==> config.mk <==
export PLATFORM = sky130hd
export DESIGN_NAME = qslp_div
export DESIGN_NICKNAME = d
export VERILOG_FILES = /design/src/sv/qslp_pkg.sv /design/src/sv/qslp_div.sv
export SDC_FILE = /design/constraint.sdc
export NUM_CORES = 2
export LEC_CHECK = 0
export BUFFER_PORTS_ARGS = -buffer_cell sky130_fd_sc_hd__buf_2
export CAP_MARGIN = 20
export CORE_MARGIN = 2
export CORE_UTILIZATION = 45
export DETAILED_ROUTE_END_ITERATION = 10
export GPL_ROUTABILITY_DRIVEN = 0
export GPL_TIMING_DRIVEN = 0
export PLACE_DENSITY = 0.66
export SETUP_SLACK_MARGIN = 0.05
export SLEW_MARGIN = 20
export SYNTH_ARGS = -nofsm -noshare
export SYNTH_HDL_FRONTEND = slang
export SYNTH_SLANG_ARGS = --single-unit
==> constraint.sdc <==
create_clock -name clk -period 4.3 [get_ports clk]
set_input_delay 0.215 -clock clk [delete_from_list [all_inputs] [get_ports clk]]
set_output_delay 0.215 -clock clk [all_outputs]
set_load 0.1 [all_outputs]
==> src/sv/qslp_pkg.sv <==
`default_nettype none
package qslp_pkg;

    localparam int CORDIC_STEPS = 16;
    localparam int SQRT_STEPS   = 16;
    localparam int DIV_STEPS    = 32;

    localparam int VEC_W = 36;
    localparam int ANG_W = 34;

    localparam logic [15:0] ONE_Q15         = 16'd32768;
    localparam logic [15:0] THR_RESET       = 16'd32765;
    localparam logic [31:0] CORDIC_GAIN_INV = 32'd652032874;

    // pipeline positions, counted in register stages after the input transfer
    localparam int POS_V    = 4;
    localparam int POS_SQ   = POS_V + SQRT_STEPS;
    localparam int POS_OM   = POS_SQ + CORDIC_STEPS;
    localparam int POS_ANG  = POS_OM + 1;
    localparam int POS_SIN  = POS_ANG + CORDIC_STEPS;
    localparam int POS_K    = POS_SIN + DIV_STEPS;
    localparam int POS_PROD = POS_K + 1;
    localparam int POS_OUT  = POS_PROD + 1;

    typedef struct packed {
        logic signed [15:0] a_w;
        logic signed [15:0] a_x;
        logic signed [15:0] a_y;
        logic signed [15:0] a_z;
        logic signed [15:0] b_w;
        logic signed [15:0] b_x;
        logic signed [15:0] b_y;
        logic signed [15:0] b_z;
        logic [15:0]        fraction;
    } in_t;

    typedef struct packed {
        logic signed [15:0] out_w;
        logic signed [15:0] out_x;
        logic signed [15:0] out_y;
        logic signed [15:0] out_z;
        logic               linear_used;
    } out_t;

    typedef struct packed {
        logic [3:0][15:0] a;
        logic [3:0][16:0] b;
        logic [15:0]      t;
        logic [15:0]      c;
        logic             lin;
    } side_t;

    // floor(atan(2^-i) * 2^30)
    function automatic logic [31:0] atan_val(input int i);
        logic [31:0] r;
        case (i)
            0:  r = 32'd843314856;
            1:  r = 32'd497837829;
            2:  r = 32'd263043836;
            3:  r = 32'd133525158;
            4:  r = 32'd67021686;
            5:  r = 32'd33543515;
            6:  r = 32'd16775850;
            7:  r = 32'd8388437;
            8:  r = 32'd4194282;
            9:  r = 32'd2097149;
            10: r = 32'd1048575;
            11: r = 32'd524287;
            12: r = 32'd262143;
            13: r = 32'd131071;
            14: r = 32'd65535;
            15: r = 32'd32767;
            16: r = 32'd16383;
            17: r = 32'd8191;
            18: r = 32'd4095;
            19: r = 32'd2047;
            20: r = 32'd1023;
            21: r = 32'd511;
            22: r = 32'd255;
            23: r = 32'd127;
            24: r = 32'd63;
            25: r = 32'd31;
            26: r = 32'd15;
            27: r = 32'd7;
            28: r = 32'd3;
            29: r = 32'd1;
            default: r = 32'd0;
        endcase
        return r;
    endfunction

endpackage
`default_nettype wire

==> src/sv/qslp_div.sv <==
`default_nettype none
module qslp_div (
    input  wire logic        clk,
    input  wire logic        en,
    input  wire logic [31:0] dividend,
    input  wire logic [15:0] divisor,
    output logic [15:0]      weight
);

    logic [15:0] rem_reg [qslp_pkg::DIV_STEPS];
    logic [31:0] q_reg   [qslp_pkg::DIV_STEPS];
    logic [15:0] d_reg   [qslp_pkg::DIV_STEPS];
    logic [31:0] q_last;

    for (genvar k = 0; k < qslp_pkg::DIV_STEPS; k++)
    begin : g_step
        logic [15:0] rem_in;
        logic [31:0] q_in;
        logic [15:0] d_in;
        logic [16:0] shifted;
        logic        fits;
        logic [15:0] rem_next;
        logic [31:0] q_next;

        if (k == 0)
        begin : g_first
            assign rem_in = '0;
            assign q_in   = dividend;
            assign d_in   = divisor;
        end
        else
        begin : g_rest
            assign rem_in = rem_reg[k-1];
            assign q_in   = q_reg[k-1];
            assign d_in   = d_reg[k-1];
        end

        assign shifted  = {rem_in, q_in[31]};
        assign fits     = shifted >= {1'b0, d_in};
        assign rem_next = fits ? 16'(shifted - {1'b0, d_in}) : shifted[15:0];
        assign q_next   = {q_in[30:0], fits};

        always_ff @(posedge clk)
        begin
            if (en)
            begin
                rem_reg[k] <= rem_next;
                q_reg[k]   <= q_next;
                d_reg[k]   <= d_in;
            end
        end
    end

    assign q_last = q_reg[qslp_pkg::DIV_STEPS-1];
    assign weight = (q_last > {16'd0, qslp_pkg::ONE_Q15}) ? qslp_pkg::ONE_Q15 : q_last[15:0];

endmodule
`default_nettype wire

# Word level (Yosys, flattened, before mapping)
# Memories as Yosys holds them, arrays and structs flattened.
# Cells that the tools add are included.
# W data, S select, Z words.
# totals
regBits	0
in_bits	50
mem_bits_rw	2048
out_inout_bits	16
mem_count	3
# memory_table
memory	words	word_bits	read_ports	rd_clocked_by_memory_dff	wr	line_no	text
q_reg	32	32	32	0	32	qslp_div.sv:11	logic [31:0] q_reg [qslp_pkg::DIV_STEPS];
d_reg	32	16	31	0	32	qslp_div.sv:12	logic [15:0] d_reg [qslp_pkg::DIV_STEPS];
rem_reg	32	16	31	0	32	qslp_div.sv:10	logic [15:0] rem_reg [qslp_pkg::DIV_STEPS];
# classes
addsub	32
order_cmp	33
mux	35
# op_table
op	n
$mux W16	33
$ge A17 B16 Y1	31
$sub A16 B16 Y16	31
$gt A32 B16 Y1 const B	1
$ge A1 B16 Y1	1
$sub A1 B16 Y16	1
$mux W1	2

# Depth between registers and ports, before layout
# An unclocked memory read counts as a cell.
# depth
word_depth	3
ltp_mapped	12
depth_no_buf	11

# Least setup slack after synthesis
# Ideal clock, no wire load.
# synth_timing
path_type	register -> register
start	memory d_reg[5][1]
end	memory rem_reg[6][10], in the netlist rem_reg[3][10] (data pin)
arrival_ns	2.816
slack_ns	1.222
setup_time_ns	0.262
synth_period_minus_slack_ns	3.078
path_stages_with_launch	12
path_cell_list	edfxtp_1 -> inv_1 -> ha_1 -> nor2b_1 -> o31a_1 -> o21ai_1 -> a21oi_2 -> a311oi_1 -> a211oi_1 -> a2111oi_4 -> buf_4 -> mux2_1
# synth_rtl
element	line_no
start, declared	qslp_div.sv:12
end, declared	qslp_div.sv:10

==> summary.md <==
| Metric | Value |
|---|---|
| Outcome | finished, final reports clean |
| Slew HR | 0.2214 |
| Post-synth top area cell | edfxtp_1 |
| Hold-fix buffers, CTS | 54 |
| Gr usage total | 0.1520 |
| Post-CTS setup buffers | 0 |
| Iter 0 DRT Violations | between 3000 and 4000 |
| Hold depth | 2 |
| Hold Path Origin | dividend[9] |
| DRT Wirelength | approximately 160000 µm |
| Finished Layout Cells | approximately 9400 |
| Num rows | around 160 |
| Pre-antenna DRT Iters | 6 |
| Tot Pwr | just over 70 mW |
| Primary FF master, synth | edfxtp_1 |
| Leak pwr | about 39 nW |
| First-pass GRT wire length | 253300 µm |
| Wire per inst | 16.62 µm |
| Slowest cell on crit path | clkbuf_1 |
| Skew-Pair Late Insertion Delay | between 0.8 and 0.9 ns |
| Detailed placement HPWL | ~110000 µm |
| VDD IR max | 0.0004230 V |
| Actual slew at the worst max-slew pin | roughly 1.2 ns |
| Achievable Freq | 0.2500 GHz |
| Pre-CTS WS | 0.02202 ns |
| Synth top area cells | edfxtp_1, ha_1, mux2_2 |
| Top cell type's share of synthesized area | 0.6708 |
| Clock-pin slew on the worst setup and hold paths | around 0.06 ns |
| CP peak stage delay | a little under 0.6 ns |
| Synthesized flop and latch total | 2016 |
| Syn Inst Count | about 6300 |
| Clock net sink count | between 2000 and 2500 |
| Largest net degree at the start of global routing | between 150 and 200 |
| Setup crit end kind | register |
| Dpl cells | around 9000 |
| Post-Synthesis Net Count | roughly 6800 |
| Mapped Area | 90250 µm² |
| Fin Clk Skew | approximately 0.047 ns |
| Die ar. | roughly 200000 µm² |
| Worst Setup SP | d_reg[8][1] |
| Arr. time, crit path | approximately 4.5 ns |
| Post-CTS sizing | 0 |
| Worst-path cell chain | inv_1 > ha_1 > nor2b_1 > o21ai_0 > a21oi_1 > o31a_1 > o21ai_0 > a21o_1 > clkbuf_1 > clkbuf_1 > o21ai_0 |
| Port bufs | between 60 and 70 |
| Worst hold path type | primary input to register |
| TNS Setup | 0 ns |
| Syn. warnings | 0 |
| Crit path time final | 3.999 ns |
| Post-route ant nets | 0 |
| RSZ-0062 raised after global routing | no |
| Area grow syn2layout | 12.63% |
| TritonCTS clock tree | done |
| NumNets Final | 7178 |
| Setup CP Type | register to register |
| Power Density | 697.7 nW/µm² |
| CTS Buf Count | roughly 210 |
| Critical Path Most Common Cell | o21ai_0 |
| CP top delay family | compound AO/OA/AOI/OAI gates |
| Core Region | between 150000 and 200000 µm² |
| Buffers & Inverters on Critical Path | 3 |
| CP max FO | 10 |
| Sequential share of the synthesized area | 0.6708 |
| Reg2reg path depth | 11 |
| Async SR Flop Fraction | 0 |
| H-tree Lvls | 4 |
| R2r startpoint | d_reg[8][1] |
| Die outline width | between 400 and 500 µm |
| PnR worst setup slack | about 0.3 ns |
| Synth Area per Inst | about 14 µm² |
| Final core occ | 0.5097 |
| Final period util | 0.9301 |
| Grt total ovfl | 0 |
| Max clock buf depth | 3 |
| Vias in the first global route | 49102 |
| Vias after detailed routing | 49653 |
| Crit path launch type | register |
| Fin. max-slew vios | 0 |
| Number of flops mapped to enable cells by yosys | between 2000 and 2500 |
| Drt via density | 5.259 |
| Initial antenna violation count | 2 |
| Worst Path Required | around 4.8 ns |
| Yosys cell types | 90 |
| # DRC | 0 |
| Final setup viols | 0 |
| IO Pins | 66 |
| Max-cap violations | 0 |
| Filler cells | between 15000 and 20000 |
| Critical path depth | 11 |
| Max reg flops | between 1000 and 1500 |
| Layout cells sized above 1 | 0.1123 |
| Root buf cell | clkbuf_16 |
| Initial core utilization | 0.4525 |
| Final hold viol count | 0 |
| Die Ht | between 400 and 500 µm |
[area by class of cell]
type | instances | area, µm² | area share
Timing Repair Buffer | 134 | 1294 | 0.01273
Clock inverter | 138 | 1252 | 0.01232
Multi-Input combinational cell | 3542 | 27010 | 0.2657
Sequential cell | 2016 | 60540 | 0.5955
Buffer | 73 | 370.4 | 0.003643
Antenna cell | 1 | 2.502 | 0.00002462
Clock buffer | 261 | 5532 | 0.05441
Tap cell | 2656 | 3323 | 0.03269
Inverter | 621 | 2331 | 0.02293
[worst reg2reg max path: stages, from the launching register on]
cell and delay (ns):
edfxtp_1 0.47, inv_1 0.07, ha_1 0.29, nor2b_1 0.14, o21ai_0 0.21, a21oi_1 0.15
o31a_1 0.32, o21ai_0 0.51, a21o_1 0.21, clkbuf_1 0.44, clkbuf_1 0.58, o21ai_0 0.30
[stage by stage]
| stage | hold slack, ns | instance area (µm²) |
|---|---|---|
| 2_1_floorplan | 0.3139 | 90250 |
| 3_3_place_gp | 0.3921 | 93900 |
| 3_5_place_dp | 0.3934 | 94330 |
| 4_1_cts | 0.0003443 | 101700 |
| 5_1_grt | 0.02481 | 101700 |
| 6_report | 0.09044 | 101700 |
[per-layer routing]
| layer | track usage | vias to the layer above | part of all wire |
|---|---|---|---|
| met1 | 0.1921 | 24034 | 0.43 |
| met2 | 0.2600 | 1059 | 0.49 |
| li1 | - | 24213 | - |
| met3 | 0.02602 | 347 | 0.041 |
| met4 | 0.06025 | 0 | 0.034 |
| met5 | 0 | - | 0 |
[cells by family after synthesis]
group	after synthesis	synth area share
xor gates and xnor gates	317	0.03076
buffers and inverters	694	0.02993
AOI/OAI and AO/OA	1236	0.08908
DFF	2016	0.6708
adders and majority gates	528	0.07569
muxes	336	0.04206
and+or+nand+nor	1125	0.06172
[report_power, final]
| group | switching [mW] | internal (mW) |
|---|---|---|
| logic | 13.3 | 11.3 |
| registers | 1.82 | 26.8 |
| clock network | 7.45 | 10.2 |
[worst paths after layout]
kind,end,slack [ns]
worst max-delay path,rem_reg[4][17],0.30
worst min-delay path,q_reg[0][10],0.09
worst max register to register,rem_reg[4][17],0.30
worst min register to register,q_reg[12][1],0.38
[cells in the mapped netlist (51+ instances only)]
| library cell | n |
|---|---|
| a211oi_1 | 51 |
| a21o_1 | 104 |
| a21oi_1 | 337 |
| edfxtp_1 | 2016 |
| ha_1 | 498 |
| inv_1 | 621 |
| mux2_2 | 252 |
| mux2i_1 | 53 |
| nand2_1 | 284 |
| nand2b_1 | 67 |
| nand3_1 | 79 |
| nand4_1 | 57 |
| nor2_1 | 269 |
| nor2b_1 | 83 |
| nor3_1 | 89 |
| o21a_1 | 91 |
| o21ai_0 | 298 |
| o31a_1 | 52 |
| xnor2_1 | 188 |
| xor2_1 | 129 |
[cell usage in the layout, fill, tap and decap left out, types with 188 or more instances in the layout]
cell type  instances
edfxtp_1        2016
inv_1            621
ha_1             498
a21oi_1          337
o21ai_0          298
nand2_1          284
nor2_1           269
mux2_2           252
clkbuf_16        214
xnor2_1          188
Power figures use the tool's default switching activity.
