--- src/sv/qslp_pkg.sv ---
`default_nettype none
package qslp_pkg;

    localparam int CORDIC_STEPS = 16;
    localparam int SQRT_STEPS   = 16;
    localparam int DIV_STEPS    = 32;

    localparam int VEC_W = 36;
    localparam int ANG_W = 34;

    localparam logic [15:0] ONE_Q15         = 16'd32768;
    localparam logic [15:0] THR_RESET       = 16'd32765;
    localparam logic [31:0] CORDIC_GAIN_INV = 32'd652032874;

    // pipeline positions, counted in register stages after the input transfer
    localparam int POS_V    = 4;
    localparam int POS_SQ   = POS_V + SQRT_STEPS;
    localparam int POS_OM   = POS_SQ + CORDIC_STEPS;
    localparam int POS_ANG  = POS_OM + 1;
    localparam int POS_SIN  = POS_ANG + CORDIC_STEPS;
    localparam int POS_K    = POS_SIN + DIV_STEPS;
    localparam int POS_PROD = POS_K + 1;
    localparam int POS_OUT  = POS_PROD + 1;

    typedef struct packed {
        logic signed [15:0] a_w;
        logic signed [15:0] a_x;
        logic signed [15:0] a_y;
        logic signed [15:0] a_z;
        logic signed [15:0] b_w;
        logic signed [15:0] b_x;
        logic signed [15:0] b_y;
        logic signed [15:0] b_z;
        logic [15:0]        fraction;
    } in_t;

    typedef struct packed {
        logic signed [15:0] out_w;
        logic signed [15:0] out_x;
        logic signed [15:0] out_y;
        logic signed [15:0] out_z;
        logic               linear_used;
    } out_t;

    typedef struct packed {
        logic [3:0][15:0] a;
        logic [3:0][16:0] b;
        logic [15:0]      t;
        logic [15:0]      c;
        logic             lin;
    } side_t;

    // floor(atan(2^-i) * 2^30)
    function automatic logic [31:0] atan_val(input int i);
        logic [31:0] r;
        case (i)
            0:  r = 32'd843314856;
            1:  r = 32'd497837829;
            2:  r = 32'd263043836;
            3:  r = 32'd133525158;
            4:  r = 32'd67021686;
            5:  r = 32'd33543515;
            6:  r = 32'd16775850;
            7:  r = 32'd8388437;
            8:  r = 32'd4194282;
            9:  r = 32'd2097149;
            10: r = 32'd1048575;
            11: r = 32'd524287;
            12: r = 32'd262143;
            13: r = 32'd131071;
            14: r = 32'd65535;
            15: r = 32'd32767;
            16: r = 32'd16383;
            17: r = 32'd8191;
            18: r = 32'd4095;
            19: r = 32'd2047;
            20: r = 32'd1023;
            21: r = 32'd511;
            22: r = 32'd255;
            23: r = 32'd127;
            24: r = 32'd63;
            25: r = 32'd31;
            26: r = 32'd15;
            27: r = 32'd7;
            28: r = 32'd3;
            29: r = 32'd1;
            default: r = 32'd0;
        endcase
        return r;
    endfunction

endpackage
`default_nettype wire

--- src/sv/qslp_isqrt.sv ---
`default_nettype none
module qslp_isqrt (
    input  wire logic        clk,
    input  wire logic        en,
    input  wire logic [30:0] val,
    output logic [15:0]      root
);

    logic [31:0] v_reg [qslp_pkg::SQRT_STEPS];
    logic [31:0] r_reg [qslp_pkg::SQRT_STEPS];

    for (genvar k = 0; k < qslp_pkg::SQRT_STEPS; k++)
    begin : g_step
        logic [31:0] v_in;
        logic [31:0] r_in;
        logic [31:0] bit_k;
        logic [31:0] trial;
        logic [31:0] v_next;
        logic [31:0] r_next;

        if (k == 0)
        begin : g_first
            assign v_in = {1'b0, val};
            assign r_in = '0;
        end
        else
        begin : g_rest
            assign v_in = v_reg[k-1];
            assign r_in = r_reg[k-1];
        end

        assign bit_k = 32'd1 << (30 - 2 * k);
        assign trial = r_in + bit_k;

        always_comb
        begin
            if (v_in >= trial)
            begin
                v_next = v_in - trial;
                r_next = (r_in >> 1) + bit_k;
            end
            else
            begin
                v_next = v_in;
                r_next = r_in >> 1;
            end
        end

        always_ff @(posedge clk)
        begin
            if (en)
            begin
                v_reg[k] <= v_next;
                r_reg[k] <= r_next;
            end
        end
    end

    assign root = r_reg[qslp_pkg::SQRT_STEPS-1][15:0];

endmodule
`default_nettype wire

--- config.mk ---
export PLATFORM = sky130hd
export DESIGN_NAME = qslp_isqrt
export DESIGN_NICKNAME = d
export VERILOG_FILES = /design/src/sv/qslp_pkg.sv /design/src/sv/qslp_isqrt.sv
export SDC_FILE = /design/constraint.sdc
export NUM_CORES = 1
export LEC_CHECK = 0
export ABC_AREA = 0
export BUFFER_PORTS_ARGS = -buffer_cell sky130_fd_sc_hd__buf_2
export CORE_ASPECT_RATIO = 1.2
export CORE_UTILIZATION = 40
export DETAILED_ROUTE_END_ITERATION = 10
export PLACE_DENSITY = 0.61
export SETUP_SLACK_MARGIN = 0.5
export SLEW_MARGIN = 40
export SYNTH_ARGS = -nofsm -noshare
export SYNTH_HDL_FRONTEND = slang
export SYNTH_SLANG_ARGS = --single-unit
--- constraint.sdc ---
create_clock -name clk -period 8.2 [get_ports clk]
set_input_delay 0.82 -clock clk [delete_from_list [all_inputs] [get_ports clk]]
set_output_delay 0.82 -clock clk [all_outputs]
set_load 0.03 [all_outputs]
=== After elaboration in Yosys (flattened, before gate mapping) ===
Memory sizes are Yosys's and may differ from the RTL's.
Index checks and enable logic that the tools add are counted.

* Flip-flop bits (word level): 0
* Memory bits (writable): 1024
* Output and inout bits: 16
* Logic and storage cells: 98
* Memories: 2

* $add $sub $neg: 46
* Magnitude comparators: 16
* Multiplexer cells: 34

{| class="wikitable"
|+ Memories
! name !! words !! bits a word !! read ports !! clocked after Yosys merged registers in !! write ports !! RTL line !! text
|-
| r_reg || 16 || 32 || 16 || 0 || 16 || qslp_isqrt.sv:10 || <nowiki>logic [31:0] r_reg [qslp_pkg::SQRT_STEPS];</nowiki>
|-
| v_reg || 16 || 32 || 15 || 0 || 16 || qslp_isqrt.sv:9 || <nowiki>logic [31:0] v_reg [qslp_pkg::SQRT_STEPS];</nowiki>
|}

{| class="wikitable"
|+ Operators with widths
! operator !! count
|-
| two-way mux 32 bit || 31
|-
| >= comparator 32 bit || 15
|-
| subtractor 32 bit || 15
|-
| adder 31 x 1 -> 32 bit, second input constant || 1
|-
| adder 31 x 11 -> 32 bit, second input constant || 1
|-
| adder 31 x 13 -> 32 bit, second input constant || 1
|-
| adder 31 x 15 -> 32 bit, second input constant || 1
|-
| adder 31 x 17 -> 32 bit, second input constant || 1
|-
| adder 31 x 19 -> 32 bit, second input constant || 1
|-
| adder 31 x 21 -> 32 bit, second input constant || 1
|-
| adder 31 x 23 -> 32 bit, second input constant || 1
|-
| adder 31 x 25 -> 32 bit, second input constant || 1
|-
| adder 31 x 27 -> 32 bit, second input constant || 1
|-
| adder 31 x 29 -> 32 bit, second input constant || 1
|-
| adder 31 x 3 -> 32 bit, second input constant || 1
|-
| adder 31 x 5 -> 32 bit, second input constant || 1
|-
| adder 31 x 7 -> 32 bit, second input constant || 1
|-
| adder 31 x 9 -> 32 bit, second input constant || 1
|-
| adder 32 x 1 -> 32 bit, second input constant || 1
|-
| adder 32 x 11 -> 32 bit, second input constant || 1
|-
| adder 32 x 13 -> 32 bit, second input constant || 1
|-
| adder 32 x 15 -> 32 bit, second input constant || 1
|-
| adder 32 x 17 -> 32 bit, second input constant || 1
|-
| adder 32 x 19 -> 32 bit, second input constant || 1
|-
| 13 further kinds || 14
|}

=== Longest topological paths before layout ===
Gate-level depths: netlist of run 1.
An unclocked memory read counts as a cell.

* Depth in word-level cells: 4
* Depth in mapped cells: 12
* Depth with buffers taken out: 10

=== Worst setup path after synthesis of run 1 ===
No wires, ideal clock.

* Path type: flip-flop to flip-flop
* Start point: memory v_reg[12][27], in the netlist v_reg[1][155]
* End point: memory v_reg[13][12], in the netlist v_reg[1][172], data pin
* Library setup time: 262 ps
* Arrival time: 2611 ps
* Required time: 7938 ps
* Setup slack: 5327 ps
* Stages on the path, launching flop included: 8
* Buffers on the path: 1
* Period minus slack after synthesis: 2873 ps
* Path through: edfxtp_1 > or4_1 > or3_1 > or2_0 > or4_4 > nor2_2 > buf_4 > mux2_1

{| class="wikitable"
|+ RTL lines
! what !! RTL line
|-
| from (decl) || qslp_isqrt.sv:9
|}

==> metrics.csv, run 1 <==
metric;value;unit
status;finished with violations;
failed_checks;DRC;
ir_drop;0.000195;V
clock-root-buffer;clkbuf_16;
cap_violations;0;
die_x;248;microns
drc;4;
io_pins;49;
chipHeight;297;microns
firstDrtPassIters;8;
rows;107;
cts_buffers;68;
numPortBuffers;48;
synth-seq-area-share;0.638;
synth_fa_ha_area_frac;0.0639;
startpoint_type;flop;
synth_area;0.0290;sq mm
htree_levels;3;
synth_cells;2233;
grt_pass1_vias;18600;
slew_headroom;0.421;
largest_reg_flops;480;
synthArstFlopShare;0;
placed_cells;3186;
period_minus_slack;3.60;ns
initial_utilization;0.406;
drt_iter0_drc;633;
drv_slew;0;
cts.clk_slew.worst_paths;0.06;ns
hold_class;in2reg;
fin_setup_tns;0;ns
final-instance-count-excl-fill;3304;
worstRegToRegCells;9;
synth.area.mux_share;0.00669;
yosysWarnings;0;
layout.cells.most_common_list;edfxtp_1, inv_1, ha_1;
synth_compound_area_frac;0.0858;
clock.fmax;278;MHz
via_per_inst;5.29;
ant_nets;0;
antenna_found_initial;0;
critical_path_class;reg2reg;
synth_edf_count;616;
synth_top_family_by_area;simple AND/OR/NAND/NOR gates;
synth_area_leader_cell;edfxtp_1;
worst-r2r-setup-slack;4.60;ns
clk_latency;0.62;ns
gp_congestion;0.938;
synth_cell_type_count;73;
worst_slew_pin_slew;0.865;ns
synthSimpleGateAreaFrac;0.118;
crit_arrival;3.93;ns
cts_max_path_buffers;3;
nNetsFinal;2513;
ys_top_cells_by_area;edfxtp_1, ha_1, xor2_1, xnor2_1, inv_1;
leakagePower;12.1;nW
drive_gt1_frac;0.0791;
grt_pass1_wl;90700;microns
cts_hold_buf;0;
core;0.0714;sq mm
ys.flop_type;edfxtp_1;
p_per_area;257;mW/mm^2
critPathRequiredTime;8.54;ns
wl_per_cell;17.5;microns
worstHoldEndpoint;v_reg[0][18]$_DFFE_PP_;
holdPathStages;1;
finalClockSkew;0.0374;ns
synth-seq-cells;616;
grt_overflow;0;
hold_viol_final;0;
route.vias.total;17500;
cts_setup_buffers;0;
antenna_cells;0;
setup_viol;0;
cts_resized;0;
synth_xor_area_frac;0.0577;
die_area;0.0735;sq mm
rsz0062_at_grt;no;
reg2reg_from;v_reg[1][137]$_DFFE_PP_;
r2r-end;v_reg[1][181]$_DFFE_PP_;
end_kind;flop;
grt_max_degree;170;
final.period_utilization;0.439;
synth.avg_cell_area;13.0;sq um
hp-start;val[18];
area_delta_synth_final;12.3;%
dp_hpwl;42300;microns
yosysTopAreaCellShare;0.638;
routed_wirelength;57800;microns
cts_sinks;616;
layout_commonest_cell;edfxtp_1;
grt_usage;0.157;
worstPathMaxFanout;40;
cts_tree;yes;
-- per-stage QoR --
| step | area, sq um | util | setup slack [ns] | hold slack [ns] | power [mW] |
|---|---|---|---|---|---|
| 2_1_floorplan | 29000 | - | 5.33 | 0.417 | 5.13 |
| 3_3_place_gp | 30400 | 0.426 | 4.75 | 0.425 | 5.51 |
| 3_5_place_dp | 30400 | 0.426 | 4.65 | 0.428 | 5.56 |
| 4_1_cts | 32500 | 0.455 | 4.65 | 0.336 | 8.45 |
| 5_1_grt | 32500 | 0.456 | 4.49 | 0.338 | 8.76 |
| 6_report | 32500 | 0.456 | 4.60 | 0.375 | 8.37 |
-- synth_stat cells (all sizes together), types with 5 or more instances --
cell type / count
edfxtp: 616
inv: 187
ha: 148
nand2: 136
nor2: 125
o21ai: 120
xor2: 104
a21oi: 100
xnor2: 87
nor3: 73
nor4: 66
nand3: 36
o21a: 29
a21o: 28
nand2b: 28
nand4: 26
clkbuf: 24
or3: 23
or4: 23
nor2b: 22
o31ai: 20
nor4b: 17
and2: 15
o211ai: 14
mux2: 11
nand3b: 11
buf: 10
or2: 10
a211oi: 9
a21boi: 8
and3: 8
nand4b: 8
a2111oi: 7
a211o: 7
mux2i: 7
nor3b: 7
a31oi: 6
and4: 6
o21bai: 5
-- area by class of cell --
class / instances / area (sq um)
inverter: 187 / 702
clock inverter: 35 / 330
clock buffer: 81 / 1770
multi-input combinational: 1397 / 9660
sequential: 616 / 18500
fill: 6245 / 38800
timing repair buffer: 62 / 428
tap: 926 / 1160
-- logic make-up after synthesis --
logic type,Yosys count
simple gates,646
fa+ha+maj,148
mux,18
buf+inv,221
xor+xnor,191
flops,616
other cells,1
compound gates,392
-- worst max-delay path, stage by stage (launching register included) --
cell and delay [ns]:
edfxtp_1 0.40, ha_1 0.44, o211ai_1 0.13, a211oi_1 0.37
o211ai_1 0.23, a311oi_1 0.77, nor2_2 0.07, buf_4 0.27
nor4b_1 0.51, xor2_1 0.12
-- worst max path at each step --
stage	start	to	slack, ns	depth (start not counted)
finish	v_reg[1][137]$_DFFE_PP_	v_reg[1][181]$_DFFE_PP_	4.60	9
global route	v_reg[1][137]$_DFFE_PP_	v_reg[1][181]$_DFFE_PP_	4.49	9
CTS	v_reg[1][137]$_DFFE_PP_	v_reg[1][181]$_DFFE_PP_	4.65	9
detailed placement	v_reg[1][137]$_DFFE_PP_	v_reg[1][181]$_DFFE_PP_	4.65	9
global placement	v_reg[1][137]$_DFFE_PP_	v_reg[1][181]$_DFFE_PP_	4.75	9
floorplan	v_reg[1][155]$_DFFE_PP_	v_reg[1][172]$_DFFE_PP_	5.33	7
-- layer usage --
layer  track usage  wire length (microns)  vias to the layer above
met2         0.335                  34600                      327
li1              -                      -                     8560
met5             0                      0                        -
met4        0.0933                   3010                        0
met3        0.0237                   1610                      159
met1         0.127                  18500                     8423
-- power breakdown --
part	internal, mW	switching, mW
registers	3.95	0.257
clock network	1.63	1.24
logic	0.554	0.744
total	6.13	2.24
(Power assumes the default switching activity.)
==> run 2, diff against run 1 <==
==> constraint.sdc (replaced) <==
create_clock -name clk -period 3.4 [get_ports clk]
set_input_delay 0.34 -clock clk [delete_from_list [all_inputs] [get_ports clk]]
set_output_delay 0.34 -clock clk [all_outputs]
set_load 0.03 [all_outputs]
==> run 2 against run 1 <==
Effect of this change:
- the run still ends with DRC left
- routed wire length fell by 0.30%
- non-clock buffer count rose by 89
- utilization rose by 1.9 points
- hold slack got worse by 0.081 ns
- register-to-register slack got worse by 4.2 ns
- power rose by 140%
- clock skew fell by 0.018 ns
- die area did not move
- count of clock-buffer cells in the layout fell by 2
- setup slack got worse by 4.2 ns
- combinational power rose to 2.6 times the previous value
- critical endpoint unchanged
- largest power group unchanged
==> metrics.csv, run 2 (synthesized netlist as in run 1, its figures left out) <==
metric;value;unit
gp_congestion;0.935;
largest_reg_flops;480;
cts_max_path_buffers;3;
via_per_inst;5.27;
route.vias.total;17900;
hold_viol_final;0;
worst_slack;0.411;ns
worstPathMaxFanout;6;
seq_area;0.0185;sq mm
dp_hpwl;41800;microns
cts.clk_slew.worst_paths;0.06;ns
path_delay_family;simple AND/OR/NAND/NOR gates;
firstDrtPassIters;8;
nNetsFinal;2601;
end_kind;flop;
critical_path_class;reg2reg;
layout.cells.most_common_list;edfxtp_1, inv_1, ha_1;
drive_gt1_frac;0.133;
area_delta_synth_final;16.9;%
ant_nets;0;
hold_class;in2reg;
failed_checks;DRC;
antenna_found_initial;0;
critPathRequiredTime;3.73;ns
grt_pass1_vias;18700;
period_minus_slack;2.99;ns
p_per_area;601;mW/mm^2
clock-root-buffer;clkbuf_16;
cap_violations;0;
crit_slowest_cell;or4_4;
die_area;0.0735;sq mm
stdcell_area;0.0339;sq mm
initial_utilization;0.406;
setup_viol;0;
grt_pass1_wl;90100;microns
startpoint_type;flop;
cts_sinks;616;
die_x;248;microns
grt_max_degree;82;
core;0.0714;sq mm
drt_iter0_drc;853;
io_pins;49;
numPortBuffers;48;
clock.fmax;335;MHz
nFillCells;6092;
chipHeight;297;microns
routed_wirelength;57600;microns
layout_commonest_cell;edfxtp_1;
worst_slew_pin_slew;0.763;ns
multi_input_area;0.0102;sq mm
cts_tree;yes;
drc;4;
dp_slack;0.0610;ns
cp_cell_sequence;or4_4 -> or3_4 -> or2_1 -> or4_4 -> nor2_4 -> buf_12 -> buf_16 -> nor4b_4 -> xor2_1;
cp_slowest_stage_delay;0.57;ns
leakagePower;12.6;nW
htree_levels;3;
drv_slew;0;
final.period_utilization;0.879;
ir_drop;0.000514;V
rsz0062_at_grt;yes;
rows;107;
fin_setup_tns;0;ns
hold_ws;0.293;ns
cts_buffers;66;
wl_per_cell;17.0;microns
placed_area;0.0307;sq mm
grt_usage;0.156;
status;finished with violations;
clk_latency;0.61;ns
cpMostUsedCell;or4_4;
antenna_cells;0;
finalClockSkew;0.0191;ns
crit_arrival;3.32;ns
grt_overflow;0;
crit_buf_inv;2;
slew_headroom;0.491;
fin_util;0.475;
run 2: changes by cell type in the layout (fill, tap and decap cells not counted), sizes merged:
cell and delta:
buf +57, dlygate4sd3 +31, a2111oi +1, bufinv +1, clkbuf -1, clkinvlp +1
inv +1
run 2: metrics by stage:
stage	cells	power [mW]
2_1_floorplan	2234	12.4
3_3_place_gp	3216	13.3
3_5_place_dp	3216	13.4
4_1_cts	3376	20.4
5_1_grt	3395	21.3
6_report	3395	20.4
run 2: where the power goes:
part	total [mW]	internal (mW)	switching, mW
combinational	3.39	1.50	1.89
clock	6.82	3.89	2.93
sequential	10.2	9.53	0.623
total	20.4	14.9	5.45
run 2: worst paths after layout:
check	startpoint	end	cells past startpoint	slack, ns
min	en	v_reg[0][181]$_DFFE_PP_	1	0.29
max reg2reg	v_reg[1][155]$_DFFE_PP_	v_reg[1][181]$_DFFE_PP_	9	0.41
max	v_reg[1][155]$_DFFE_PP_	v_reg[1][181]$_DFFE_PP_	9	0.41
min reg2reg	r_reg[0][182]$_DFFE_PP_	r_reg[0][213]$_DFFE_PP_	0	0.44
run 2: final cells by class:
cell class                 instances  share of cell area
inverter                         187              0.0207
sequential                       616               0.546
clock inverter                    38             0.00994
multi-input combinational       1398               0.300
timing repair buffer             151              0.0386
clock buffer                      79              0.0508
tap                              926              0.0342
run 2: metal layers:
metal | GRT usage | wire length (microns) | part of all wire | vias to the layer above
met5 | 0 | 0 | 0 | -
met4 | 0.102 | 3840 | 0.067 | 0
met3 | 0.0250 | 1690 | 0.029 | 197
met2 | 0.332 | 34000 | 0.59 | 361
met1 | 0.122 | 18100 | 0.31 | 8577
li1 | - | - | - | 8740
run 2: repair_timing:
action	4_1_cts	5_1_grt
setup buffers	10	17
endpoints found under the setup margin	116	136
hold endpoints to repair	31	0
pin swaps	10	16
gates resized for setup	53	79
cloned	2	2
hold buffers	31	0
run 2: worst register-to-register path: stages (launching register included):
cell and delay (ns):
edfxtp_1 0.39, or4_4 0.55, or3_4 0.34, or2_1 0.23
or4_4 0.58, nor2_4 0.15, buf_12 0.15, buf_16 0.14
nor4b_4 0.06, xor2_1 0.16
==> run 3, diff against run 2 <==
--- a/config.mk
+++ b/config.mk
@@ -5,7 +5,7 @@
 export SDC_FILE = /design/constraint.sdc
 export NUM_CORES = 1
 export LEC_CHECK = 0
-export ABC_AREA = 0
+export ABC_AREA = 1
 export BUFFER_PORTS_ARGS = -buffer_cell sky130_fd_sc_hd__buf_2
 export CORE_ASPECT_RATIO = 1.2
 export CORE_UTILIZATION = 40
==> run 3 against run 2 <==
Effect of this change:
- utilization down 1.7 points
- largest power group unchanged
- sequential power barely moved
- largest cell class unchanged
- setup slack better by 0.25 ns
- combinational power is 38% higher
- the flow now finishes without violations
- synthesized cell count rose by 64%
- routed wire length increased by 44%
==> metrics.csv, run 3 <==
metric;value;unit
status;complete, no violations;
yosysWarnings;0;
finalClockSkew;0.0619;ns
cts_buffers;66;
cts_setup_buffers;0;
cts_sinks;616;
synth_area;0.0334;sq mm
synth_area_leader_cell;edfxtp_1;
core;0.0823;sq mm
area_delta_synth_final;12.7;%
critPathRequiredTime;3.73;ns
startpoint_type;flop;
cp_slowest_stage_delay;0.42;ns
crit_arrival;3.07;ns
synth_commonest_cells;nand2_1, edfxtp_1, inv_1, nor2_1, nand3_1;
nNetsFinal;3989;
cap_violations;0;
placed_cells;4820;
worstPathMaxFanout;22;
antenna_cells;0;
synth_most_common_cell;nand2_1;
die_area;0.0847;sq mm
firstDrtPassIters;5;
period_minus_slack;2.73;ns
rows;115;
leakagePower;16.4;nW
layout_commonest_cell;nand2_1;
critical_path_class;reg2reg;
htree_levels;3;
cts_max_path_buffers;3;
yosysTopAreaCellShare;0.553;
ir_drop;0.000423;V
synth_edf_count;616;
synth_cells;3668;
hold_class;in2reg;
rsz0062_at_grt;no;
synthArstFlopShare;0;
synth-seq-cells;616;
cts_resized;0;
worst_slew_pin_slew;0.925;ns
io_pins;49;
grt_pass1_vias;24500;
clk_latency;0.64;ns
synth.avg_cell_area;9.11;sq um
final.period_utilization;0.804;
fin_util;0.457;
clock.fmax;366;MHz
end_kind;flop;
die_x;266;microns
p_per_area;592;mW/mm^2
wl_per_cell;16.7;microns
setup_viol;0;
grt_pass1_wl;129000;microns
routed_wirelength;83100;microns
final-instance-count-excl-fill;4971;
layout.cells.most_common_list;nand2_1, edfxtp_1, inv_1;
cp_cell_sequence;ha_1 -> nand2_1 -> nor2_2 -> nand2_1 -> inv_1 -> a21oi_2 -> nand3_2 -> inv_2 -> buf_12 -> a21oi_2;
hold_viol_final;0;
largest_reg_flops;480;
ant_nets;0;
grt_usage;0.198;
grt_overflow;0;
chipHeight;319;microns
synth-seq-area-share;0.553;
slew_headroom;0.377;
synth_cell_type_count;44;
dp_hpwl;65700;microns
antenna_found_initial;0;
gp_congestion;0.959;
drv_slew;0;
clock-root-buffer;clkbuf_16;
route.vias.total;24100;
via_per_inst;4.85;
fin_setup_tns;0;ns
cts_tree;yes;
drt_iter0_drc;1155;
initial_utilization;0.406;
ys.flop_type;edfxtp_1;
grt_max_degree;90;
crit_buf_inv;3;
drive_gt1_frac;0.0725;
drc;0;
ys_top_cells_by_area;edfxtp_1, nand2_1, inv_1, ha_1, nor2_1;
path_delay_family;simple AND/OR/NAND/NOR gates;
crit_slowest_cell;edfxtp_1;
numPortBuffers;48;
cts.clk_slew.worst_paths;0.06;ns
-- run 3: cell types whose count changed after synthesis, moves of 42 or more --
cell	before	now
nand4_1	26	73
inv_1	187	567
o21ai_0	116	74
nor2_1	124	353
nor4_1	66	22
nand2_1	136	1114
nand3_1	36	207
xnor2_1	87	43
-- run 3: logic make-up after synthesis --
logic type	Yosys count	share of synthesized area
other	1	0.000112
adders and majority gates	148	0.0554
and+or+nand+nor	1899	0.240
DFF	616	0.553
xor gates and xnor gates	109	0.0286
buffers and inverters	606	0.0719
AOI/OAI and AO/OA	289	0.0510
-- run 3: stage by stage --
stage | power, mW | hold WS, ns | setup slack (ns) | instance area [sq um]
3_5_place_dp | 15.0 | 0.427 | 0.705 | 35100
5_1_grt | 23.5 | 0.177 | 0.528 | 37700
6_report | 22.3 | 0.150 | 0.666 | 37700
3_3_place_gp | 14.9 | 0.419 | 0.696 | 35100
2_1_floorplan | 13.4 | 0.417 | 1.45 | 33400
4_1_cts | 22.5 | 0.164 | 0.679 | 37700
-- run 3: area by class of cell --
class / count / area [sq um]
Multi-Input combinational cell: 2447 / 12500
Inverter: 581 / 2190
Fill cell: 7933 / 44700
Tap cell: 1111 / 1390
Timing Repair Buffer: 96 / 776
Clock inverter: 48 / 604
Clock buffer: 72 / 1670
Sequential cell: 616 / 18500
-- run 3: worst reg2reg max path, delay by kind of cell (launching register included) --
kind            cells  cell delay [ns]
compound gates      2             0.40
fa+ha+maj           1             0.39
buf+inv             3             0.47
flops               1             0.42
simple gates        4             0.77
-- run 3: repair_timing --
item	in CTS	in global routing
hold endpoints to repair	31	0
endpoints found under the setup margin	0	0
hold buffers	31	0
-- run 3: final timing paths --
check                     startpoint                      end  slack [ns]  cells after the start
max          v_reg[1][177]$_DFFE_PP_  v_reg[1][222]$_DFFE_PP_        0.67                     10
min                               en  v_reg[0][255]$_DFFE_PP_        0.15                      1
max reg2reg  v_reg[1][177]$_DFFE_PP_  v_reg[1][222]$_DFFE_PP_        0.67                     10
min reg2reg   r_reg[1][78]$_DFFE_PP_  r_reg[1][109]$_DFFE_PP_        0.44                      0
-- run 3: report_power, final --
group | total (mW) | internal, mW | switching (mW)
Sequential | 10.1 | 9.51 | 0.631
Clock | 7.46 | 4.32 | 3.14
Combinational | 4.69 | 1.63 | 3.06
-- run 3: metal layers --
metal | GRT usage | routed length (microns)
met1 | 0.180 | 28700
met2 | 0.403 | 46900
met3 | 0.0251 | 2250
met4 | 0.124 | 5200
met5 | 0 | 0
